<file path="src/rtl/nrf_pkg.sv">
package nrf_pkg;

    localparam int MAX_POINTS_DEF = 512;

    localparam int KIND_W     = 2;
    localparam int COORD_W    = 16;
    localparam int PT_W       = 2 * COORD_W;
    localparam int RADIUS_W   = 12;
    localparam int LIM_W      = 2 * RADIUS_W;
    localparam int SQ_W       = 2 * COORD_W;
    localparam int SUM_W      = SQ_W + 1;
    localparam int ID_W       = 24;
    localparam int KEPT_W     = 10;
    localparam int CFG_IDX_W  = 8;
    localparam int CFG_DATA_W = 24;

    localparam logic [KIND_W-1:0] KIND_CLEAR = 2'd0;
    localparam logic [KIND_W-1:0] KIND_LOAD  = 2'd1;
    localparam logic [KIND_W-1:0] KIND_QUERY = 2'd2;

    localparam logic [CFG_IDX_W-1:0] REG_RADIUS   = 8'd0;
    localparam logic [CFG_IDX_W-1:0] REG_FIRST_ID = 8'd1;

    // 15 pixels in 1/16 pixel
    localparam logic [RADIUS_W-1:0] RADIUS_RST   = 12'd240;
    localparam logic [ID_W-1:0]     FIRST_ID_RST = 24'd0;

    typedef struct packed {
        logic valid;
        logic hit;
        logic busy;
    } dist_res_t;

endpackage

</file>
<file path="src/rtl/nrf_dist.sv">
module nrf_dist import nrf_pkg::*; (
    input  logic               clk,
    input  logic               rst_n,
    input  logic               in_valid,
    input  logic [PT_W-1:0]    entry,
    input  logic [COORD_W-1:0] qx,
    input  logic [COORD_W-1:0] qy,
    input  logic [LIM_W-1:0]   limit,
    output dist_res_t          res
);

    logic [COORD_W-1:0] ex;
    logic [COORD_W-1:0] ey;
    logic [COORD_W-1:0] dx_next;
    logic [COORD_W-1:0] dy_next;
    logic [COORD_W-1:0] dx_reg;
    logic [COORD_W-1:0] dy_reg;
    logic [SQ_W-1:0]    sqx_reg;
    logic [SQ_W-1:0]    sqy_reg;
    logic [SUM_W-1:0]   sum;
    logic               hit_reg;
    logic               v1_reg;
    logic               v2_reg;
    logic               v3_reg;

    // entry: y in the upper half, x in the lower half
    assign ex = entry[COORD_W-1:0];
    assign ey = entry[PT_W-1:COORD_W];

    always_comb
    begin
        dx_next = (ex >= qx) ? ex - qx : qx - ex;
        dy_next = (ey >= qy) ? ey - qy : qy - ey;
        sum     = {1'b0, sqx_reg} + {1'b0, sqy_reg};
    end

    always_ff @(posedge clk or negedge rst_n)
    begin
        if (!rst_n)
        begin
            v1_reg <= 1'b0;
            v2_reg <= 1'b0;
            v3_reg <= 1'b0;
        end
        else
        begin
            v1_reg <= in_valid;
            v2_reg <= v1_reg;
            v3_reg <= v2_reg;
        end
    end

    always_ff @(posedge clk)
    begin
        dx_reg  <= dx_next;
        dy_reg  <= dy_next;
        sqx_reg <= dx_reg * dx_reg;
        sqy_reg <= dy_reg * dy_reg;
        hit_reg <= (sum <= {{(SUM_W-LIM_W){1'b0}}, limit});
    end

    assign res.valid = v3_reg;
    assign res.hit   = hit_reg;
    assign res.busy  = v1_reg | v2_reg | v3_reg;

endmodule
</file>
<file path="config.mk">
export PLATFORM = sky130hd
export DESIGN_NAME = nrf_dist
export DESIGN_NICKNAME = d
export VERILOG_FILES = /design/src/rtl/nrf_pkg.sv /design/src/rtl/nrf_dist.sv
export SDC_FILE = /design/constraint.sdc
export NUM_CORES = 1
export LEC_CHECK = 0
export BUFFER_PORTS_ARGS = -buffer_cell sky130_fd_sc_hd__buf_2
export CORE_ASPECT_RATIO = 1.2
export CORE_MARGIN = 4
export CORE_UTILIZATION = 61
export DETAILED_ROUTE_END_ITERATION = 12
export PLACE_DENSITY_LB_ADDON = 0.1
export REMOVE_ABC_BUFFERS = 1
export SYNTH_ARGS = -nofsm -noshare
export SYNTH_HDL_FRONTEND = slang
export SYNTH_SLANG_ARGS = --single-unit
</file>
<file path="constraint.sdc">
create_clock -name clk -period 7.6 [get_ports clk]
set_input_delay 0.76 -clock clk [delete_from_list [all_inputs] [get_ports clk]]
set_output_delay 0.76 -clock clk [all_outputs]
set_load 0.02 [all_outputs]
</file>
Word-level counts from Yosys, hierarchy flattened
Index checks and enable logic that the tools add are counted.

Div/mod/pow operators: 0. Muxes and demuxes: 2. Eq/ne operators: 0. Bitwise logic cells: 2. Shift operators: 0. $add $sub $neg: 5. Order comparisons: 3. Reductions and logical operators: 0. Multipliers: 2.

Operators by type and width (number): $mul A16 B16 Y32 (2); $sub A16 B16 Y16 (4); $add A32 B32 Y33 (1); $le A33 B24 Y1 (1); $ge A16 B16 Y1 (2); $mux W16 (2); $or A1 B1 Y1 (2).

Bits in writable memories: 0. Bits in registers: 100. Bits in read-only memories: 0. Word-level logic and storage cells: 22. Memories kept: 0. Output and inout port bits: 3. Bits of input ports: 91. Latch bits: 0.

Longest topological paths before layout
Depth after elaboration: 2. Mapped depth: 26. Mapped depth without buffers: 24.

Worst setup path after synthesis
Ideal clock, no wire load.

Path type: register to register. From: register dy_reg[4]. To: register sqy_reg[31]. Setup slack: 1372 ps. Buffers on the path: 2. Stages on the path, launching flop included: 23. Arrival: 6155 ps. Required time: 7528 ps. Clock period less this slack: 6228 ps. Path through: dfxtp_1 clkbuf_1 clkbuf_1 nand2_1 fa_1 fa_1 inv_1 fa_1 fa_1 fa_1 inv_1 fa_1 inv_1 ha_1 and2_1 a221o_1 a221oi_1 o21ai_1 a211oi_1 nor3_1 or3_1 a21oi_1 xnor2_1.

Word-level cells in the longest chain between the ends: 1.

RTL lines: start, declared (line nrf_dist.sv:17) `logic [COORD_W-1:0] dy_reg;`; start signal, assigned (line nrf_dist.sv:56) `dy_reg <= dy_next;`; $mul A16 B16 Y32 (line nrf_dist.sv:58) `sqy_reg <= dy_reg * dy_reg;`; end signal, assigned (line nrf_dist.sv:58); end, declared (line nrf_dist.sv:19) `logic [SQ_W-1:0] sqy_reg;`.

No other way between the ends.

Final worst setup path
From: register dy_reg[8]. To: register sqy_reg[31].

The elaborated chain is that of the path after synthesis.

==> summary.md <==
| Metric | Value |
|---|---|
| Placeable Area | 35000 um^2 |
| Crit-path max cell delay | 660 ps |
| DR iter-0 viols | 854 |
| Crit path buf inv count | 5 |
| # resized after CTS | 0 |
| Rel. slew slack | 29.3% |
| Post-synthesis cell count | 2472 |
| Slew @ Worst Pin | 1060 ps |
| Slew Limit Fails | 0 |
| Critical path's top delay family | adder cells |
| Achievable Freq | 144 MHz |
| Max cap viols | 0 |
| CTS root buf | clkbuf_16 |
| Syn avg cell area | 8.73 um^2 |
| CTS H-Tree Depth | 3 |
| Post-synthesis compound-gate area fraction | 11.7% |
| Post-synthesis mux area share | 1.32% |
| N_diodes | 0 |
| Simple-gate area share of the yosys netlist | 12.1% |
| Vias in the first global route | 17.1k |
| Via count | 16.3k |
| Die width | 180 um |
| Seq/Total Area, Yosys | 9.16% |
| Total GRT Usage | 24.2% |
| Yosys synthesis warning count | 0 |
| Worst hold path type | in2async |
| CTS tree | yes |
| Maximum clock path buffer count | 2 |
| Clk slew on worst S/H paths | 80 ps |
| Post-synth EDFFs | 0 |
| Sinks on Clock Net | 98 |
| Critical path arrival | 7230 ps |
| Crit Path Category | reg2reg |
| Final min period | 6930 ps |
| Main combinational cell family by area after synthesis | adder cells |
| Area of the mapped netlist | 21600 um^2 |
| Drt via density | 5.46 |
| Crit share post-route | 91.2% |
| Seq cells post-synth | 98 |
| Port bufs | 93 |
| CP most frequent cell | fa_1 |
| IO Pins | 94 |
| Initial core utilization | 61.7% |
| Count of cell types in the netlist | 85 |
| Post-Route WL | 45000 um |
| RSZ-0062 raised after global routing | no |
| Post-placement cell area | 22400 um^2 |
| Post-Synth XOR/XNOR Area | 4.79% |
| Crit path cell chain | inv_1 > nor2_1 > inv_1 > fa_1 > fa_1 > inv_1 > fa_1 > fa_1 > fa_1 > inv_1 > fa_1 > inv_1 > ha_1 > and2_1 > a221o_1 > a221oi_1 > o21ai_1 > a211oi_1 > nor3_1 > or3_1 > a21oi_1 > xnor2_1 |
| Cts bufs inserted | 9 |
| Die area | 38500 um^2 |
| Most used flip-flop cell after synthesis | dfxtp_1 |
| Post-DP HPWL | 38900 um |
| Die H | 214 um |
| Detail Route Antenna Nets | 0 |
| Final setup violation count | 0 |
| Synth Area in Adders | 49.0% |
| Setup Fix Bufs, Post-CTS | 0 |
| Endpoints failing hold | 0 |
| Gpl congestion | 0.932 |
| Post-route cell area | 22700 um^2 |
| Clock latency on the worst-skew pair | 380 ps |
| GRT overflow | 0 |
| Initial antenna violation count | 0 |
| Status | complete, no violations |
| Largest net degree at the start of global routing | 33 |
| Asr flop ratio synth | 3.06% |
| Layout cells sized above 1 | 6.68% |
| 1st-pass router iterations | 5 |
| Final clock skew | 17.2 ps |
| Worst path required time | 7900 ps |
| Hold WS | 153 ps |
| # DRC | 0 |
| First-pass GRT wire length | 78200 um |
| Post-layout net count | 3264 |
| Slowest cell on crit path | dfxtp_1 |
| Routed len/inst | 15.1 um |
| Area growth syn-to-layout | 5.20% |
| TNS Setup | 0 ps |
| CP Max Fanout | 13 |
| Row count | 75 |
| Hold buffers post-CTS | 0 |
| Crit path capture type | register |
| Setup crit start kind | register |
[worst reg2reg max path: stages, from the launching register on]
cell	delay (ps)
dfxtp_1	660
inv_1	230
nor2_1	260
inv_1	90
fa_1	430
fa_1	420
inv_1	80
fa_1	440
fa_1	500
fa_1	490
inv_1	50
fa_1	470
inv_1	40
ha_1	320
and2_1	190
a221o_1	350
a221oi_1	290
o21ai_1	270
a211oi_1	480
nor3_1	130
or3_1	360
a21oi_1	180
xnor2_1	130
[cell usage in the layout, fill, tap and decap left out, types with 21 or more instances in the layout]
master / synthesis / layout
o21ai_0: 62 / 62
ha_1: 321 / 321
nor3_1: 26 / 26
nor2b_1: 26 / 26
a21oi_1: 101 / 101
xnor2_1: 86 / 86
buf_2: 14 / 93
a211oi_1: 21 / 21
a21o_1: 59 / 59
xor2_1: 32 / 32
dfxtp_1: 95 / 95
and2_1: 80 / 80
inv_1: 608 / 608
fa_1: 328 / 328
nor2_1: 105 / 105
nand2_1: 202 / 202
[metrics by stage]
step / util [%] / setup WS, ps / cells
floorplan: - / 1500 / 2409
global placement: 64.0 / 940 / 2975
detailed placement: 64.0 / 755 / 2975
CTS: 64.9 / 733 / 2991
global route: 64.9 / 254 / 2991
finish: 64.9 / 672 / 2991
[Yosys cell counts (21+ instances only)]
library cell / n / area (um^2)
nand2_1: 202 / 758
a21oi_1: 101 / 505
xnor2_1: 86 / 753
inv_1: 608 / 2280
ha_1: 321 / 4020
nor2b_1: 26 / 163
fa_1: 328 / 6570
nor2_1: 105 / 394
dfxtp_1: 95 / 1900
a211oi_1: 21 / 158
a21o_1: 59 / 443
and2_1: 80 / 500
clkbuf_1: 40 / 150
o21ai_0: 62 / 310
xor2_1: 32 / 280
nor3_1: 26 / 130
[path summary, 6_finish.rpt]
path                       slack (ps)  cells after the start             endpoint               from
hold reg to reg                   380                      0     v2_reg$_DFF_PN0_   v1_reg$_DFF_PN0_
setup / recovery                  670                     22  sqy_reg[31]$_DFF_P_  dy_reg[8]$_DFF_P_
hold / removal                    150                      1     v2_reg$_DFF_PN0_              rst_n
min in group clk                  380                      0     v2_reg$_DFF_PN0_   v1_reg$_DFF_PN0_
setup reg to reg                  670                     22  sqy_reg[31]$_DFF_P_  dy_reg[8]$_DFF_P_
max in group asynchronous        7340                      1     v3_reg$_DFF_PN0_              rst_n
[per-layer routing]
metal	wire length, um	global-route usage (%)	part of all wire [%]
met1	19700	32.5	44
met2	22400	41.7	50
met3	1870	2.68	4.2
met4	1070	6.81	2.4
met5	0	0	0
[cell type report]
class | count | area (um^2)
Fill cell | 3072 | 12300
Clock buffer | 11 | 243
Tap cell | 462 | 578
Multi-Input combinational cell | 1703 | 17000
Clock inverter | 5 | 53.8
Inverter | 608 | 2280
Timing Repair Buffer | 104 | 548
Sequential cell | 98 | 1980
[cell families (layout without fill, tap and decap cells)]
family	Yosys count	count (layout)
AOI/OAI and AO/OA	368	368
DFF	98	98
muxes	27	27
adders and majority gates	649	649
and+or+nand+nor	541	541
buffers and inverters	671	728
xor gates and xnor gates	118	118
Power is not shown: default switching activity piles up to over one toggle a cycle in this logic, so the estimate is an artifact.
